$ cat src/rtl/rtt_pkg.sv
// Shared types and constants of the retransmit timer table.
// Depends on nothing; rtt_ctrl, retransmit_timer_table and rtt_checker import it.
package rtt_pkg;

  localparam int SLOTS      = 8;
  localparam int SLOT_W     = (SLOTS > 1) ? $clog2(SLOTS) : 1;
  localparam int CNT_W      = $clog2(SLOTS + 1);
  localparam int ID_W       = 64;
  localparam int TMR_W      = 16;
  localparam int KIND_W     = 3;
  localparam int SLOT_OUT_W = 3;
  localparam int CLR_OUT_W  = 4;
  localparam int REQ_W      = 2;

  localparam logic [TMR_W-1:0] TIMEOUT_RESET   = TMR_W'(100);
  localparam logic [TMR_W-1:0] TRY_LIMIT_RESET = TMR_W'(3);

  // Configuration register indexes.
  localparam logic CFG_TIMEOUT   = 1'b0;
  localparam logic CFG_TRY_LIMIT = 1'b1;

  typedef enum logic [REQ_W-1:0] {
    REQ_TICK     = 2'd0,
    REQ_REGISTER = 2'd1,
    REQ_ACK      = 2'd2,
    REQ_NONE     = 2'd3
  } req_e;

  typedef enum logic [KIND_W-1:0] {
    KIND_REGISTERED = 3'd0,
    KIND_FULL       = 3'd1,
    KIND_RETRANSMIT = 3'd2,
    KIND_FAILED     = 3'd3,
    KIND_ACK        = 3'd4
  } kind_e;

  typedef enum logic {
    ST_IDLE,
    ST_SCAN
  } state_e;

  typedef struct packed {
    logic [TMR_W-1:0] timer;
    logic [TMR_W-1:0] tries;
  } slot_rec_t;

  typedef struct packed {
    logic [TMR_W-1:0] timeout_load;
    logic [TMR_W-1:0] try_limit;
  } cfg_t;

  typedef struct packed {
    kind_e             kind;
    logic [SLOT_W-1:0] slot;
    logic [ID_W-1:0]   pkt_id;
    logic [CNT_W-1:0]  cleared;
    logic              last;
  } result_t;

  typedef struct packed {
    logic              re;
    logic [SLOT_W-1:0] raddr;
    logic              rec_we;
    logic              id_we;
    logic [SLOT_W-1:0] waddr;
    slot_rec_t         rec_wdata;
    logic [ID_W-1:0]   id_wdata;
  } mem_req_t;

endpackage

$ cat src/rtl/rtt_ram.sv
// Generic single-port-write, single-port-read synchronous RAM.
// Read data is registered; depends on nothing.
module rtt_ram #(
  parameter int WIDTH = 32,
  parameter int DEPTH = 8,
  parameter int AW    = (DEPTH > 1) ? $clog2(DEPTH) : 1
) (
  input  logic             clk_i,
  input  logic             we_i,
  input  logic [AW-1:0]    waddr_i,
  input  logic [WIDTH-1:0] wdata_i,
  input  logic             re_i,
  input  logic [AW-1:0]    raddr_i,
  output logic [WIDTH-1:0] rdata_o
);

  logic [WIDTH-1:0] mem [DEPTH];
  logic [WIDTH-1:0] rdata_q;

  always_ff @(posedge clk_i) begin
    if (we_i) begin
      mem[waddr_i] <= wdata_i;
    end
  end

  always_ff @(posedge clk_i) begin
    if (re_i) begin
      rdata_q <= mem[raddr_i];
    end
  end

  assign rdata_o = rdata_q;

endmodule

$ cat src/rtl/rtt_ctrl.sv
// Sequencer of the retransmit timer table: slot allocation, slot scan, result queue.
// Depends on rtt_pkg; drives the two slot memories instantiated in the top level.
module rtt_ctrl import rtt_pkg::*; (
  input  logic              clk_i,
  input  logic              rst_ni,
  input  cfg_t              cfg_i,
  input  logic              in_valid_i,
  output logic              in_stall_o,
  input  logic [REQ_W-1:0]  req_type_i,
  input  logic [ID_W-1:0]   pkt_id_i,
  output logic              out_valid_o,
  input  logic              out_stall_i,
  output result_t           res_o,
  output mem_req_t          mem_o,
  input  slot_rec_t         rec_rdata_i,
  input  logic [ID_W-1:0]   id_rdata_i
);

  state_e            state_q, state_d;
  logic [SLOT_W:0]   rd_cnt_q, rd_cnt_d;
  logic              ev_v_q, ev_v_d;
  logic [SLOT_W-1:0] ev_slot_q, ev_slot_d;
  req_e              item_type_q, item_type_d;
  logic [ID_W-1:0]   item_id_q, item_id_d;
  logic [CNT_W-1:0]  clr_cnt_q, clr_cnt_d;
  logic [SLOTS-1:0]  busy_q, busy_d;
  logic [SLOT_W-1:0] next_slot_q, next_slot_d;
  logic              pend_v_q, pend_v_d;
  result_t           pend_q, pend_d;
  logic              out_v_q, out_v_d;
  result_t           out_q, out_d;

  req_e              req;
  logic              out_free;
  logic              in_acc;
  logic              adv;
  logic              issue_v;
  logic              scan_done;
  logic              free_found;
  logic [SLOT_W-1:0] free_slot;
  logic [TMR_W-1:0]  t_dec;
  logic [TMR_W-1:0]  tries_dec;
  logic              expire;
  logic              fail;
  result_t           new_res;

  assign req       = req_e'(req_type_i);
  assign out_free  = !out_v_q || !out_stall_i;
  assign in_stall_o = !((state_q == ST_IDLE) && out_free);
  assign in_acc    = in_valid_i && !in_stall_o;
  assign adv       = (state_q == ST_SCAN) && out_free;
  assign issue_v   = rd_cnt_q < (SLOT_W + 1)'(SLOTS);
  assign scan_done = adv && !issue_v && !ev_v_q;

  // A busy slot never holds a zero timer, so the decrement cannot wrap.
  assign t_dec     = rec_rdata_i.timer - TMR_W'(1);
  assign expire    = (t_dec == '0);
  assign tries_dec = (rec_rdata_i.tries != '0) ? rec_rdata_i.tries - TMR_W'(1) : '0;
  assign fail      = expire && (tries_dec == '0);

  // Round-robin search for a free slot, starting at the next-slot pointer.
  always_comb begin
    logic [SLOT_W:0] cand;
    free_found = 1'b0;
    free_slot  = '0;
    for (int i = 0; i < SLOTS; i++) begin
      cand = {1'b0, next_slot_q} + (SLOT_W + 1)'(i);
      if (cand >= (SLOT_W + 1)'(SLOTS)) begin
        cand = cand - (SLOT_W + 1)'(SLOTS);
      end
      if (!free_found && !busy_q[cand[SLOT_W-1:0]]) begin
        free_found = 1'b1;
        free_slot  = cand[SLOT_W-1:0];
      end
    end
  end

  // Next state.
  always_comb begin
    state_d = state_q;
    unique case (state_q)
      ST_IDLE: begin
        if (in_acc && ((req == REQ_TICK) || (req == REQ_ACK))) begin
          state_d = ST_SCAN;
        end
      end
      ST_SCAN: begin
        if (scan_done) begin
          state_d = ST_IDLE;
        end
      end
      default: state_d = ST_IDLE;
    endcase
  end

  // Datapath and outputs.
  always_comb begin
    rd_cnt_d    = rd_cnt_q;
    ev_v_d      = ev_v_q;
    ev_slot_d   = ev_slot_q;
    item_type_d = item_type_q;
    item_id_d   = item_id_q;
    clr_cnt_d   = clr_cnt_q;
    busy_d      = busy_q;
    next_slot_d = next_slot_q;
    pend_v_d    = pend_v_q;
    pend_d      = pend_q;
    out_v_d     = out_v_q;
    out_d       = out_q;

    mem_o           = '0;
    mem_o.re        = adv;
    mem_o.raddr     = rd_cnt_q[SLOT_W-1:0];

    new_res          = '0;
    new_res.kind     = fail ? KIND_FAILED : KIND_RETRANSMIT;
    new_res.slot     = ev_slot_q;
    new_res.pkt_id   = id_rdata_i;

    if (out_v_q && !out_stall_i) begin
      out_v_d = 1'b0;
    end

    unique case (state_q)
      ST_IDLE: begin
        if (in_acc) begin
          item_type_d = req;
          item_id_d   = pkt_id_i;
          rd_cnt_d    = '0;
          ev_v_d      = 1'b0;
          clr_cnt_d   = '0;
          pend_v_d    = 1'b0;
          unique case (req)
            REQ_REGISTER: begin
              out_v_d          = 1'b1;
              out_d            = '0;
              out_d.pkt_id     = pkt_id_i;
              out_d.last       = 1'b1;
              if (free_found) begin
                out_d.kind            = KIND_REGISTERED;
                out_d.slot            = free_slot;
                mem_o.rec_we          = 1'b1;
                mem_o.id_we           = 1'b1;
                mem_o.waddr           = free_slot;
                mem_o.rec_wdata.timer = cfg_i.timeout_load;
                mem_o.rec_wdata.tries = cfg_i.try_limit;
                mem_o.id_wdata        = pkt_id_i;
                busy_d[free_slot]     = 1'b1;
                next_slot_d = (free_slot == SLOT_W'(SLOTS - 1)) ? '0
                                                               : free_slot + SLOT_W'(1);
              end else begin
                out_d.kind = KIND_FULL;
              end
            end
            REQ_TICK, REQ_ACK, REQ_NONE: begin
            end
            default: begin
            end
          endcase
        end
      end
      ST_SCAN: begin
        if (adv) begin
          rd_cnt_d  = issue_v ? rd_cnt_q + (SLOT_W + 1)'(1) : rd_cnt_q;
          ev_v_d    = issue_v;
          ev_slot_d = rd_cnt_q[SLOT_W-1:0];

          if (ev_v_q && busy_q[ev_slot_q]) begin
            if (item_type_q == REQ_ACK) begin
              if (id_rdata_i == item_id_q) begin
                busy_d[ev_slot_q] = 1'b0;
                clr_cnt_d         = clr_cnt_q + CNT_W'(1);
              end
            end else begin
              mem_o.rec_we = 1'b1;
              mem_o.waddr  = ev_slot_q;
              if (!expire) begin
                mem_o.rec_wdata.timer = t_dec;
                mem_o.rec_wdata.tries = rec_rdata_i.tries;
              end else begin
                if (fail) begin
                  mem_o.rec_wdata   = '0;
                  busy_d[ev_slot_q] = 1'b0;
                end else begin
                  mem_o.rec_wdata.timer = cfg_i.timeout_load;
                  mem_o.rec_wdata.tries = tries_dec;
                end
                // The held result goes out once a later one proves it is not last, or as last at scan end.
                if (pend_v_q) begin
                  out_v_d = 1'b1;
                  out_d   = pend_q;
                end
                pend_v_d = 1'b1;
                pend_d   = new_res;
              end
            end
          end

          if (!issue_v && !ev_v_q) begin
            if (item_type_q == REQ_ACK) begin
              out_v_d          = 1'b1;
              out_d            = '0;
              out_d.kind       = KIND_ACK;
              out_d.pkt_id     = item_id_q;
              out_d.cleared    = clr_cnt_q;
              out_d.last       = 1'b1;
            end else if (pend_v_q) begin
              out_v_d    = 1'b1;
              out_d      = pend_q;
              out_d.last = 1'b1;
              pend_v_d   = 1'b0;
            end
          end
        end
      end
      default: begin
      end
    endcase
  end

  always_ff @(posedge clk_i or negedge rst_ni) begin
    if (!rst_ni) begin
      state_q     <= ST_IDLE;
      rd_cnt_q    <= '0;
      ev_v_q      <= 1'b0;
      busy_q      <= '0;
      next_slot_q <= '0;
      pend_v_q    <= 1'b0;
      out_v_q     <= 1'b0;
    end else begin
      state_q     <= state_d;
      rd_cnt_q    <= rd_cnt_d;
      ev_v_q      <= ev_v_d;
      busy_q      <= busy_d;
      next_slot_q <= next_slot_d;
      pend_v_q    <= pend_v_d;
      out_v_q     <= out_v_d;
    end
  end

  always_ff @(posedge clk_i) begin
    ev_slot_q   <= ev_slot_d;
    item_type_q <= item_type_d;
    item_id_q   <= item_id_d;
    clr_cnt_q   <= clr_cnt_d;
    pend_q      <= pend_d;
    out_q       <= out_d;
  end

  assign out_valid_o = out_v_q;
  assign res_o       = out_q;

endmodule

$ cat src/rtl/retransmit_timer_table.sv
// A register request gives its single result in the cycle after the item is accepted.
// A tick or an ack scans every slot, one slot per cycle through the slot memories while
// the result channel is not stalled. Register requests are taken one per cycle while the
// result channel is not stalled; no new item is taken until a tick or ack scan is done.
// Reset clears all busy flags (every slot free), the next-slot pointer and the output stage;
// the timeout returns to 100 and try_limit to 3. No clearing pass is needed after reset.
module retransmit_timer_table import rtt_pkg::*; (
  input  logic                  clk_i,
  input  logic                  rst_ni,
  // Configuration write port.
  input  logic                  cfg_we_i,
  input  logic                  cfg_index_i,
  input  logic [TMR_W-1:0]      cfg_wdata_i,
  // Request channel.
  input  logic                  in_valid_i,
  output logic                  in_stall_o,
  input  logic [REQ_W-1:0]      req_type_i,
  input  logic [ID_W-1:0]       pkt_id_i,
  // Result channel.
  output logic                  out_valid_o,
  input  logic                  out_stall_i,
  output logic [KIND_W-1:0]     kind_o,
  output logic [SLOT_OUT_W-1:0] slot_o,
  output logic [ID_W-1:0]       out_pkt_id_o,
  output logic [CLR_OUT_W-1:0]  cleared_count_o,
  output logic                  last_o
);

  // Each slot keeps its wait timer and try count in one memory word and its frame id in a
  // second memory. Whether a slot is busy lives in a flip-flop per slot, which is what lets
  // reset free the whole table at once; a free slot's memory words are never looked at.

  logic [TMR_W-1:0] timeout_q, timeout_d;
  logic [TMR_W-1:0] try_limit_q, try_limit_d;
  cfg_t             cfg;
  mem_req_t         mem_req;
  slot_rec_t        rec_rdata;
  logic [ID_W-1:0]  id_rdata;
  result_t          res;

  always_comb begin
    timeout_d   = timeout_q;
    try_limit_d = try_limit_q;
    if (cfg_we_i) begin
      unique case (cfg_index_i)
        CFG_TIMEOUT:   timeout_d   = cfg_wdata_i;
        CFG_TRY_LIMIT: try_limit_d = cfg_wdata_i;
        default: begin
        end
      endcase
    end
  end

  always_ff @(posedge clk_i or negedge rst_ni) begin
    if (!rst_ni) begin
      timeout_q   <= TIMEOUT_RESET;
      try_limit_q <= TRY_LIMIT_RESET;
    end else begin
      timeout_q   <= timeout_d;
      try_limit_q <= try_limit_d;
    end
  end

  // A zero timeout is loaded as one so that a busy slot never holds a zero timer.
  assign cfg.timeout_load = (timeout_q == '0) ? TMR_W'(1) : timeout_q;
  assign cfg.try_limit    = try_limit_q;

  rtt_ctrl u_ctrl (
    .clk_i       (clk_i),
    .rst_ni      (rst_ni),
    .cfg_i       (cfg),
    .in_valid_i  (in_valid_i),
    .in_stall_o  (in_stall_o),
    .req_type_i  (req_type_i),
    .pkt_id_i    (pkt_id_i),
    .out_valid_o (out_valid_o),
    .out_stall_i (out_stall_i),
    .res_o       (res),
    .mem_o       (mem_req),
    .rec_rdata_i (rec_rdata),
    .id_rdata_i  (id_rdata)
  );

  // Timer and try-count memory: written by registration and by every tick update.
  rtt_ram #(
    .WIDTH ($bits(slot_rec_t)),
    .DEPTH (SLOTS),
    .AW    (SLOT_W)
  ) u_rec_ram (
    .clk_i   (clk_i),
    .we_i    (mem_req.rec_we),
    .waddr_i (mem_req.waddr),
    .wdata_i (mem_req.rec_wdata),
    .re_i    (mem_req.re),
    .raddr_i (mem_req.raddr),
    .rdata_o (rec_rdata)
  );

  // Frame id memory: written only when a frame is registered.
  rtt_ram #(
    .WIDTH (ID_W),
    .DEPTH (SLOTS),
    .AW    (SLOT_W)
  ) u_id_ram (
    .clk_i   (clk_i),
    .we_i    (mem_req.id_we),
    .waddr_i (mem_req.waddr),
    .wdata_i (mem_req.id_wdata),
    .re_i    (mem_req.re),
    .raddr_i (mem_req.raddr),
    .rdata_o (id_rdata)
  );

  assign kind_o          = KIND_W'(res.kind);
  assign slot_o          = SLOT_OUT_W'(res.slot);
  assign out_pkt_id_o    = res.pkt_id;
  assign cleared_count_o = CLR_OUT_W'(res.cleared);
  assign last_o          = res.last;

endmodule

$ cat config.mk
export PLATFORM = sky130hd
export DESIGN_NAME = retransmit_timer_table
export DESIGN_NICKNAME = d
export VERILOG_FILES = /design/src/rtl/rtt_pkg.sv /design/src/rtl/rtt_ram.sv /design/src/rtl/rtt_ctrl.sv /design/src/rtl/retransmit_timer_table.sv
export SDC_FILE = /design/constraint.sdc
export NUM_CORES = 1
export LEC_CHECK = 0
export BUFFER_PORTS_ARGS = -buffer_cell sky130_fd_sc_hd__clkbuf_2
export CAP_MARGIN = 40
export CORE_UTILIZATION = 25
export DETAILED_ROUTE_END_ITERATION = 10
export PLACE_DENSITY_LB_ADDON = 0.12
export SETUP_SLACK_MARGIN = 0.5
export SLEW_MARGIN = 20
export SYNTH_ARGS = -nofsm -noshare
export SYNTH_HDL_FRONTEND = slang
export SYNTH_SLANG_ARGS = --single-unit
$ cat constraint.sdc
create_clock -name clk_i -period 19.4 [get_ports clk_i]
set_input_delay 0 -clock clk_i [delete_from_list [all_inputs] [get_ports clk_i]]
set_output_delay 0 -clock clk_i [all_outputs]
set_load 0.005 [all_outputs]
==> results by group, run 1 <==
Detailed routing
  – Detailed-route DRC error count: 0
  – Average routed wire per standard cell: 25.8 um
  – Pre-Repair DR Iteration Count: 5
  – Drt first-iter violations: 1,967
  – Total Routed Length: between 100,000 and 150,000 um
  – Number of vias after detailed routing: around 26,000
  – Via density: 4.69
  – Antenna Violating Nets Remaining: 0

STA
  – Final Hold Violating Endpoints: 0
  – Peak Freq: 142 MHz
  – Setup repair after global routing missed its margin: no
  – Max-Slew Margin vs Limit: 0.418
  – Final-layout worst hold slack: 0.0435 ns
  – Tightest Pin Transition: just under 0.9 ns
  – Total negative slack: 0 ns
  – Setup violators final: 0
  – Final worst path period need: 7.03 ns
  – Final Slew Violations: 0
  – Layout Skew: 0.0461 ns
  – Final cycle utilization of the critical path: 0.362

Layout
  – Area grow syn2layout: 21.9%
  – Total non-filler cell area in the finished layout: 57,300 um^2
  – Most frequent cells in the layout: 1,080 x sky130_fd_sc_hd__edfxtp_1, 224 x sky130_fd_sc_hd__o21ai_0, 205 x sky130_fd_sc_hd__mux4_2, 164 x sky130_fd_sc_hd__clkbuf_2
  – Total number of nets in the final design: 3,114
  – Non-filler instance count after layout: 5,604
  – Most common library cell in the layout ignoring fill and taps: sky130_fd_sc_hd__edfxtp_1
  – Share of final-layout standard cells stronger than drive strength 1: 0.269

Power
  – Power Internal: 5.60 mW
  – Proportion of power drawn by flip-flops and latches: 0.424
  – Share of power burned in the clock network: 0.301
  – Sw Share: 0.327
  – Post-route total power: 8.32 mW
  – Leakage component of the power: 19.6 nW
  – Switch Pwr: 2.72 mW
  – Logic pwr share: 0.275
  – Total power density per cell area: 145 nW/um^2
  – Worst vdd ir: slightly above 90 uV

Clock network
  – Clock Sinks: 1,131
  – Clock tree from TritonCTS: done
  – Maximum count of clock buffers along a single path: 3
  – Number of clock buffers inserted by TritonCTS: 132
  – Number of setup buffers added after CTS: 0
  – Cells resized by post-CTS repair: 0
  – Number of buffers inserted by hold repair at cts: 135
  – Deepest level of the CTS H-tree: 4
  – Clock-pin slew of the registers on the worst-case setup and hold paths: 0.06 ns
  – Root buffer selected by CTS: sky130_fd_sc_hd__clkbuf_16
  – Worst-skew pair later-pin latency: 0.78 ns

Global route
  – Wire length of the first global-routing pass: 208,000 um
  – Overall routing resource usage: 0.152
  – Vias in the first global route: 27,800
  – Total overflow reported by the global router: 0
  – Largest net degree at the start of global routing: 58
  – Initial antenna violation count: 9

Status
  – Run status: completed

Worst setup path
  – Reg-to-reg setup timing slack: 12.37 ns
  – Crit path largest cell delay: 0.87 ns
  – Sum of buffers and inverters on the critical path: 5
  – WP data required: approximately 20 ns
  – Chain of cells forming the critical path: inv_1, ha_1, mux4_2, nand4_1, nor4_1, nor2_1, and3_4, buf_12, buf_4, a22o_1, nand2_1, nor2_4, buf_4, buf_4
  – Largest fanout of any net on the critical path: 38
  – Max stage delay cell, worst path: sky130_fd_sc_hd__dfrtp_1
  – Worst Path Arrival: 7.41 ns
  – Most Frequent Cell on Critical Path: sky130_fd_sc_hd__buf_4
  – Kind of cell with the highest combined delay on the critical path: buffers and inverters
  – Worst Setup Start Kind: flip-flop
  – Worst setup EP type: flip-flop
  – Critical path start-end classification: flip-flop to flip-flop

Yosys
  – Ranking of synthesized cells by area: sky130_fd_sc_hd__edfxtp_1 69%, sky130_fd_sc_hd__mux4_2 9.8%, sky130_fd_sc_hd__mux2_2 3.2%, sky130_fd_sc_hd__dfrtp_1 2.5%, sky130_fd_sc_hd__o21ai_0 2.4%
  – Number of enable-type register cells in the synthesized netlist: 1,080
  – Compound-gate portion of the synthesized area: 0.0516
  – Distinct cells, synth: 75
  – Share of synthesized registers carrying an async set or reset: 0.0451
  – Share of the synthesized netlist area taken by xor and xnor gates: 0.0153
  – Area share of the largest cell type after synthesis: 0.690
  – Net count after synthesis: 2,752
  – Synthesized netlist cell count: 2,655
  – Post-Synth Simple-Gate Area: 0.0487
  – Multiplexer share of the synthesized area: 0.148
  – Mean instance size in the synthesized netlist: 17.7 um^2
  – Dominant combinational cell family by area after synthesis: multiplexers
  – Post-synthesis sequential area ratio: 0.718
  – Number of synthesized register bits: 1,131
  – Main flop type after synthesis: sky130_fd_sc_hd__edfxtp_1
  – Syn Std Cell Area: approximately 47,000 um^2
  – Syn. warnings: 0
  – Cell taking the most area after synthesis: sky130_fd_sc_hd__edfxtp_1
  – Post-synthesis share of cell area spent on full adders, half adders and majority gates: 0.00240

Floorplan
  – Site row count: 158
  – Initial core utilization: 0.253
  – Vertical die dimension: about 440 um
  – Core area: 186,000 um^2
  – Area enclosed by the die boundary: approximately 190,000 um^2
  – Floorplan die width: 436 um
  – Count of pins on the block boundary: 165

Run
  – Reported max-cap violation count: 0

Placed design
  – Placed cell area: between 50,000 and 60,000 um^2
  – Count of buffers inserted at the top-level ports: approximately 160
  – Placer's final routability congestion estimate: 0.771
  – HPWL after detailed placement: 91,900 um
  – Placed insts: 5,217

Min path
  – Class of the worst hold path: input pin to flip-flop
## per-layer routing
metal	vias up	track usage	part of all wire
met5	-	0	0.00017
met4	4	0.0411	0.021
met3	182	0.0240	0.037
met2	598	0.254	0.49
met1	14100	0.202	0.45
li1	11400	-	-
## power groups by stage
stage | combinational [mW] | sequential (mW) | clock (mW)
CTS | 2.33 | 3.55 | 2.58
global placement | 2.17 | 3.63 | 0
floorplan | 1.42 | 3.41 | 0
detailed placement | 2.28 | 3.59 | 0
global route | 2.49 | 3.57 | 2.66
finish | 2.29 | 3.53 | 2.50
## cells in the mapped netlist (10+ instances only)
library cell	instances
sky130_fd_sc_hd__edfxtp_1	1080
sky130_fd_sc_hd__o21ai_0	224
sky130_fd_sc_hd__mux4_2	205
sky130_fd_sc_hd__mux2_2	134
sky130_fd_sc_hd__clkbuf_1	127
sky130_fd_sc_hd__a21oi_1	90
sky130_fd_sc_hd__mux2i_1	84
sky130_fd_sc_hd__and2_1	73
sky130_fd_sc_hd__and3_1	69
sky130_fd_sc_hd__nand2_1	60
sky130_fd_sc_hd__xnor2_1	55
sky130_fd_sc_hd__nor2_1	53
sky130_fd_sc_hd__dfrtp_1	46
sky130_fd_sc_hd__xor2_1	27
sky130_fd_sc_hd__inv_1	24
sky130_fd_sc_hd__nor3_1	24
sky130_fd_sc_hd__nor4_1	23
sky130_fd_sc_hd__buf_1	22
sky130_fd_sc_hd__nand4_1	20
sky130_fd_sc_hd__nand3_1	15
sky130_fd_sc_hd__nor2b_1	15
sky130_fd_sc_hd__a22o_1	12
sky130_fd_sc_hd__a31oi_1	10
## cell families (layout without fill, tap and decap cells)
logic type	count (synthesis)	after routing
multiplexers	423	423
AND/OR/NAND/NOR	404	404
adder cells (fa/ha/maj)	9	9
AO/OA/AOI/OAI	417	417
XOR/XNOR	82	82
other	0	1
buffers and inverters	189	657
flip-flops	1131	1131
## stage by stage
step,setup slack (ns),utilization
after floorplan,10.80,-
after detailed placement,12.14,0.277
final,12.37,0.308
after global placement,11.84,0.273
after global routing,11.85,0.308
after CTS,12.12,0.307
## cell type report
| class | instances | area (um^2) |
|---|---|---|
| multi-input cells | 1335 | 12700 |
| inverters | 25 | 98.8 |
| repair buffers | 392 | 3280 |
| well taps | 2480 | 3100 |
| fillers | 18100 | 129000 |
| diodes | 1 | 2.50 |
| clock inverters | 77 | 860 |
| flip-flops and latches | 1131 | 33700 |
| clock buffers | 163 | 3510 |
## flip-flops by register name (all words and copies together) (netlist names), 2 cells and up
name	cells
u_id_ram.rdata_o	64
u_rec_ram.mem	256
u_ctrl.ev_slot_q	3
u_ctrl.pend_q	68
u_ctrl.res_o	75
u_id_ram.mem	512
u_ctrl.busy_q	8
u_ctrl.clr_cnt_q	4
try_limit_q	16
u_ctrl.rd_cnt_q	4
timeout_q	16
u_rec_ram.rdata_o	32
u_ctrl.item_type_q	2
u_ctrl.next_slot_q	3
u_ctrl.item_id_q	64
## path summary, 6_finish.rpt
check                      depth (start not counted)              endpoint             startpoint
min reg2reg                                        0     u_ctrl.pend_q[67]   u_id_ram.rdata_o[62]
max                                               14   u_id_ram.mem[7][61]  u_ctrl.next_slot_q[1]
min in group asynchronous                          4       try_limit_q[11]                 rst_ni
max reg2reg                                       14   u_id_ram.mem[7][61]  u_ctrl.next_slot_q[1]
max in group asynchronous                          5        u_ctrl.state_q                 rst_ni
min                                                2  u_ctrl.item_id_q[33]           pkt_id_i[33]
Power figures use the tool's default switching activity.
==> run 2, diff against run 1 <==
clock period = 5.78 ns   (was 19.4 ns; I/O delays follow)
==> run 2 against run 1 <==
Final area fell by 0.48%. First-iteration DRC count fell by 3.7%. Worst setup slack lost 11 ns. Clock-buffer cell count up 2. Largest cell class unchanged. Sequential share of layout area grew 0.28 points. Total power increased to 3.3 times the previous value.
==> results by group, run 2 (synthesis gave the netlist of run 1 again) <==
Worst setup path
  – Crit path largest cell delay: 0.64 ns (-0.23 ns)
  – Worst setup EP type: flip-flop
  – Chain of cells forming the critical path: inv_1, ha_1, mux4_2, o21ai_0, o32ai_1, a211oi_1, a211o_1, clkinv_1, a22oi_2, nand2_1, nor2_4, buf_12
  – Beginning of the worst register-to-register path: u_ctrl.next_slot_q[0]
  – R2R cell count: 12 (-2)
  – Largest fanout of any net on the critical path: 64 (+68%)
  – Reg-to-reg setup timing slack: 0.88 ns (-11.49 ns)
  – WP data required: 6.17 ns (-13.61 ns)
  – Worst Setup Start Kind: flip-flop
  – Worst Path Arrival: 5.29 ns (-2.12 ns)
  – Critical path start-end classification: flip-flop to flip-flop
  – Max stage delay cell, worst path: sky130_fd_sc_hd__mux4_2
  – Worst reg2reg endpoint: u_id_ram.mem[6][1]

Power
  – Leakage component of the power: 19.5 nW (-0.69%)
  – Total power density per cell area: 485 nW/um^2 (+230%)
  – Worst vdd ir: 245 uV (+170%)
  – Post-route total power: 27.6 mW (+230%)

Layout
  – Final core area utilization: 0.306 (-0.00148)
  – Number of flip-flops in the largest register: 512 (unchanged)
  – Area grow syn2layout: 21.3%
  – Share of final-layout standard cells stronger than drive strength 1: 0.268 (-0.00172)
  – Top reg by flops: u_id_ram.mem
  – Total non-filler cell area in the finished layout: 57,000 um^2 (-0.48%)
  – Non-filler instance count after layout: 5,586 (-0.32%)
  – Most frequent cells in the layout: 1,080 x sky130_fd_sc_hd__edfxtp_1, 224 x sky130_fd_sc_hd__o21ai_0, 205 x sky130_fd_sc_hd__mux4_2, 166 x sky130_fd_sc_hd__clkbuf_2, 140 x sky130_fd_sc_hd__clkbuf_16
  – Total number of nets in the final design: 3,101 (-0.42%)
  – Most common library cell in the layout ignoring fill and taps: sky130_fd_sc_hd__edfxtp_1

Floorplan
  – Vertical die dimension: 436 um (unchanged)
  – Site row count: 158 (unchanged)
  – Core area: 186,000 um^2 (unchanged)
  – Count of pins on the block boundary: 165 (unchanged)
  – Floorplan die width: 436 um (unchanged)
  – Initial core utilization: 0.253 (unchanged)
  – Area enclosed by the die boundary: 190,000 um^2 (unchanged)

Placed design
  – Placed cell area: 51,200 um^2 (-0.39%)
  – HPWL after detailed placement: 87,800 um (-4.5%)
  – Pre-CTS setup slack: 0.527 ns (-11.61 ns)
  – Placer's final routability congestion estimate: 0.793 (+2.8%)
  – Placed insts: 5,196 (-0.40%)
  – Count of buffers inserted at the top-level ports: 164 (unchanged)

Detailed routing
  – Average routed wire per standard cell: 26.1 um (+0.91%)
  – Pre-Repair DR Iteration Count: 6 (+1)
  – Total Routed Length: 146,000 um (+0.59%)
  – Drt first-iter violations: 1,894 (-3.7%)
  – Number of vias after detailed routing: 26,200 (-0.56%)
  – Detailed-route DRC error count: 0 (unchanged)
  – Antenna Violating Nets Remaining: 0 (unchanged)
  – Via density: 4.68 (-0.23%)

STA
  – Final Hold Violating Endpoints: 0 (unchanged)
  – Layout Skew: 0.0390 ns (-0.00710 ns)
  – Setup repair after global routing missed its margin: no
  – Final Slew Violations: 0 (unchanged)
  – Total negative slack: 0 ns (unchanged)
  – Tightest Pin Transition: 0.876 ns (+0.00390 ns)
  – Max-Slew Margin vs Limit: 0.416 (-0.00260)
  – Fin worst setup slack: 0.877 ns (-11.49 ns)
  – Final worst path period need: 4.90 ns (-2.13 ns)
  – Setup violators final: 0 (unchanged)
  – Final cycle utilization of the critical path: 0.848 (+0.486)
  – Final-layout worst hold slack: 0.0562 ns (+0.0127 ns)
  – Peak Freq: 204 MHz (+43%)

Min path
  – Hold path depth: 3 (+1)
  – Worst hold endpoint: try_limit_q[8]
  – Critical hold path startpoint: cfg_wdata_i[8]
  – Class of the worst hold path: input pin to flip-flop

Clock network
  – Clock-pin slew of the registers on the worst-case setup and hold paths: 0.05 ns (about the same)
  – Number of setup buffers added after CTS: 0 (unchanged)
  – Clock tree from TritonCTS: done
  – Deepest level of the CTS H-tree: 4 (unchanged)
  – Worst-skew pair later-pin latency: 0.78 ns (about the same)
  – Number of clock buffers inserted by TritonCTS: 136 (+3.0%)
  – Root buffer selected by CTS: sky130_fd_sc_hd__clkbuf_16
  – Maximum count of clock buffers along a single path: 3 (unchanged)
  – Clock Sinks: 1,131 (unchanged)

Run
  – Reported max-cap violation count: 0 (unchanged)

Global route
  – Overall routing resource usage: 0.152 (+0.000685)
  – Vias in the first global route: 27,700 (-0.32%)
  – Largest net degree at the start of global routing: 100 (+72%)
  – Initial antenna violation count: 5 (-4)
  – Total overflow reported by the global router: 0 (unchanged)
  – Wire length of the first global-routing pass: 209,000 um (+0.42%)

Status
  – Run status: completed
==> run 2: power breakdown <==
group          switching, mW  leakage (nW)  internal [mW]
Clock                   3.50          2.09           4.72
Sequential              1.02          11.4           10.8
Combinational           4.57          5.98           3.07
Total                   9.09          19.5           18.5
==> run 2: critical path: cells and delay by family (launching register included) <==
| kind | cells | cell delay [ns] |
|---|---|---|
| muxes | 1 | 0.64 |
| and+or+nand+nor | 2 | 0.45 |
| DFF | 1 | 0.34 |
| buffers and inverters | 3 | 0.87 |
| adders and majority gates | 1 | 0.63 |
| AOI/OAI and AO/OA | 5 | 1.53 |
==> run 2: final cells by class <==
cell class                 instances  area (um^2)
sequential                      1131        33700
inverter                          25         97.6
clock buffer                     165         3600
multi-input combinational       1335        12700
clock inverter                    71          629
timing repair buffer             375         3110
antenna                            4         10.0
tap                             2480         3100
fill                           18200       129000
==> run 2: repair_timing <==
item,4_1_cts,5_1_grt
endpoints found under the setup margin,0,226
hold buffers,137,0
resized for setup,0,6
hold endpoints to repair,736,0
==> run 2: how the worst max path moves through the flow <==
stage | startpoint | endpoint | slack (ns) | cells past startpoint
5_1_grt | u_ctrl.next_slot_q[1] | u_id_ram.mem[6][1] | 0.52 | 12
2_1_floorplan | u_ctrl.next_slot_q[1] | u_rec_ram.mem[2][0] | 0.38 | 14
6_report | u_ctrl.next_slot_q[0] | u_id_ram.mem[6][1] | 0.88 | 12
4_1_cts | u_ctrl.next_slot_q[0] | u_rec_ram.mem[6][15] | 0.51 | 12
3_5_place_dp | u_ctrl.next_slot_q[0] | u_rec_ram.mem[6][30] | 0.53 | 12
3_3_place_gp | u_ctrl.next_slot_q[0] | u_id_ram.mem[3][50] | 0.64 | 11
==> run 2: metal layers <==
metal	track usage	vias to the layer above	wire (um)
met2	0.259	534	72500
li1	-	11400	-
met1	0.203	14100	65600
met3	0.0214	170	4700
met5	0	-	0
met4	0.0392	0	2820
==> run 3, diff against run 2 <==
clock period = 4 ns   (was 5.78 ns; I/O delays follow)
==> run 3 against run 2 <==
Non-clock buffer count rose by 216. Clock-buffer cell count fell by 5. Via count grew 5.6%.
==> results by group, run 3 (synthesis gave the netlist of run 1 again) <==
Min path
  – Worst hold endpoint: u_ctrl.item_id_q[32]
  – Class of the worst hold path: input pin to flip-flop
  – Critical hold path startpoint: pkt_id_i[32]
  – Hold path depth: 2 (-1)

Detailed routing
  – Wire length on met2: 77,000 um (+6.2%)
  – Total met3 wirelength after detailed routing: 6280 um (+34%)
  – Average routed wire per standard cell: 27.3 um (+4.6%)
  – Topmost layer with routed signal wires: met5
  – Number of vias after detailed routing: 27,600 (+5.6%)
  – Total Routed Length: 158,000 um (+8.8%)
  – Sum of routed wire segments on met1: 72,300 um (+10%)
  – Via density: 4.75 (+1.5%)
  – Drt first-iter violations: 2,318 (+22%)
  – Pre-Repair DR Iteration Count: 6 (unchanged)
  – Detailed-route DRC error count: 0 (unchanged)
  – Antenna Violating Nets Remaining: 0 (unchanged)

Global route
  – Overall routing resource usage: 0.157 (+0.00525)
  – Total overflow reported by the global router: 0 (unchanged)
  – Wire length of the first global-routing pass: 215,000 um (+3.1%)
  – Largest net degree at the start of global routing: 102 (+2.0%)
  – Vias in the first global route: 28,600 (+3.0%)
  – Initial antenna violation count: 12 (+7)

Clock network
  – Clock tree from TritonCTS: done
  – Maximum count of clock buffers along a single path: 3 (unchanged)
  – Worst-skew pair later-pin latency: 0.78 ns (about the same)
  – Deepest level of the CTS H-tree: 4 (unchanged)
  – Clock Sinks: 1,131 (unchanged)
  – Clock-pin slew of the registers on the worst-case setup and hold paths: 0.06 ns (about the same)
  – Number of clock buffers inserted by TritonCTS: 133 (-2.2%)
  – Root buffer selected by CTS: sky130_fd_sc_hd__clkbuf_16

STA
  – Max-Slew Margin vs Limit: 0.423 (+0.00706)
  – Setup repair after global routing missed its margin: yes
  – Final Slew Violations: 0 (unchanged)
  – Layout Skew: 0.0324 ns (-0.00664 ns)
  – Setup violators final: 0 (unchanged)
  – Final worst path period need: 3.86 ns (-1.05 ns)
  – Final Hold Violating Endpoints: 0 (unchanged)
  – Total negative slack: 0 ns (unchanged)
  – Final cycle utilization of the critical path: 0.964 (+0.115)
  – Peak Freq: 259 MHz (+27%)
  – Tightest Pin Transition: 0.866 ns (-0.0106 ns)

Layout
  – Total number of nets in the final design: 3,314 (+6.9%)
  – Share of final-layout standard cells stronger than drive strength 1: 0.329 (+0.0610)
  – Non-filler instance count after layout: 5,810 (+4.0%)
  – Most frequent cells in the layout: 1,080 x sky130_fd_sc_hd__edfxtp_1, 221 x sky130_fd_sc_hd__o21ai_0, 205 x sky130_fd_sc_hd__mux4_2, 164 x sky130_fd_sc_hd__clkbuf_2, 157 x sky130_fd_sc_hd__clkbuf_16
  – Number of flip-flops in the largest register: 512 (unchanged)
  – Area grow syn2layout: 29.5%
  – Total non-filler cell area in the finished layout: 60,800 um^2 (+6.7%)
  – Fillers: 17,800 (-2.1%)
  – Most common library cell in the layout ignoring fill and taps: sky130_fd_sc_hd__edfxtp_1
  – Top reg by flops: u_id_ram.mem

Floorplan
  – Vertical die dimension: 436 um (unchanged)
  – Floorplan die width: 436 um (unchanged)
  – Count of pins on the block boundary: 165 (unchanged)
  – Area enclosed by the die boundary: 190,000 um^2 (unchanged)
  – Site row count: 158 (unchanged)
  – Initial core utilization: 0.253 (unchanged)
  – Core area: 186,000 um^2 (unchanged)

Worst setup path
  – Beginning of the worst register-to-register path: u_ctrl.next_slot_q[0]
  – Critical path start-end classification: flip-flop to flip-flop
  – Worst Path Arrival: 4.33 ns (-0.96 ns)
  – Worst reg2reg endpoint: u_id_ram.mem[5][13]
  – Reg-to-reg setup timing slack: 0.14 ns (-0.73 ns)
  – Worst setup EP type: flip-flop
  – WP data required: 4.47 ns (-1.70 ns)
  – Largest fanout of any net on the critical path: 6 (-91%)
  – Worst Setup Start Kind: flip-flop
  – R2R cell count: 16 (+4)

Power
  – Leakage component of the power: 21.2 nW (+8.5%)
  – Worst vdd ir: 553 uV (+130%)
  – Total power density per cell area: 692 nW/um^2 (+43%)

Placed design
  – Placed insts: 5,281 (+1.6%)
  – Count of buffers inserted at the top-level ports: 164 (unchanged)
  – Placed cell area: 52,400 um^2 (+2.3%)
  – HPWL after detailed placement: 90,500 um (+3.1%)
  – Placer's final routability congestion estimate: 0.816 (+3.0%)

Status
  – Run status: completed

Run
  – Reported max-cap violation count: 0 (unchanged)
## run 3: critical path: stages (launching register included)
cell	delay [ns]
sky130_fd_sc_hd__dfrtp_1	0.40
sky130_fd_sc_hd__inv_4	0.05
sky130_fd_sc_hd__ha_4	0.30
sky130_fd_sc_hd__mux4_2	0.58
sky130_fd_sc_hd__mux2_4	0.30
sky130_fd_sc_hd__or2_4	0.23
sky130_fd_sc_hd__a31o_2	0.22
sky130_fd_sc_hd__a211o_1	0.33
sky130_fd_sc_hd__clkinv_2	0.08
sky130_fd_sc_hd__buf_6	0.11
sky130_fd_sc_hd__a21oi_4	0.04
sky130_fd_sc_hd__buf_12	0.13
sky130_fd_sc_hd__nor3_4	0.22
sky130_fd_sc_hd__buf_12	0.16
sky130_fd_sc_hd__buf_12	0.14
sky130_fd_sc_hd__buf_12	0.11
sky130_fd_sc_hd__buf_16	0.12
## run 3: stage by stage
stage                     setup slack (ns)  hold WS (ns)  utilization  power [mW]
after detailed placement            -0.126         0.212        0.282        29.2
after floorplan                     -0.770        -0.296            -        23.6
final                                0.145        0.0533        0.327        42.1
after CTS                            0.191       0.00228        0.319        42.0
after global placement              -0.211         0.197        0.281        29.1
after global routing                0.0810        0.0130        0.327        44.0
## run 3: area by class of cell
class / instances / area, um^2 / share of cell area
multi-input combinational: 1335 / 13100 / 0.215
antenna: 3 / 7.51 / 0.000123
timing repair buffer: 591 / 6610 / 0.109
tap: 2480 / 3100 / 0.0510
inverter: 25 / 101 / 0.00167
clock inverter: 85 / 723 / 0.0119
sequential: 1131 / 33700 / 0.555
clock buffer: 160 / 3480 / 0.0572
## run 3: routing by layer
layer / vias up / track usage
met5: - / 0
met4: 2 / 0.0383
met3: 182 / 0.0255
met2: 727 / 0.260
met1: 14800 / 0.215
li1: 11900 / -
## run 3: worst max-delay path by stage
stage	from	to	slack, ns	depth (start not counted)
global route	u_ctrl.next_slot_q[0]	u_id_ram.mem[0][46]	0.08	15
CTS	u_ctrl.next_slot_q[0]	u_id_ram.mem[5][6]	0.19	16
floorplan	u_ctrl.next_slot_q[0]	u_id_ram.mem[5][0]	-0.77	12
finish	u_ctrl.next_slot_q[0]	u_id_ram.mem[5][13]	0.14	16
detailed placement	u_ctrl.next_slot_q[0]	u_id_ram.mem[7][2]	-0.13	11
global placement	u_ctrl.next_slot_q[0]	u_id_ram.mem[7][2]	-0.21	11
## run 3: report_power, final
group / total [mW] / switching (mW) / internal, mW / leakage, nW
clock: 11.7 / 5.06 / 6.67 / 2.05
combinational: 13.3 / 7.47 / 5.86 / 7.69
sequential: 17.0 / 1.48 / 15.5 / 11.4
## run 3: repair_timing
item                                   in CTS  in global routing
endpoints found under the hold margin     735                  0
resized for setup                          56                 73
gates cloned                               19                 29
buffers inserted                           54                 45
setup endpoints to repair                1081               1161
pin swaps                                  18                 25
hold buffers                              131                  0
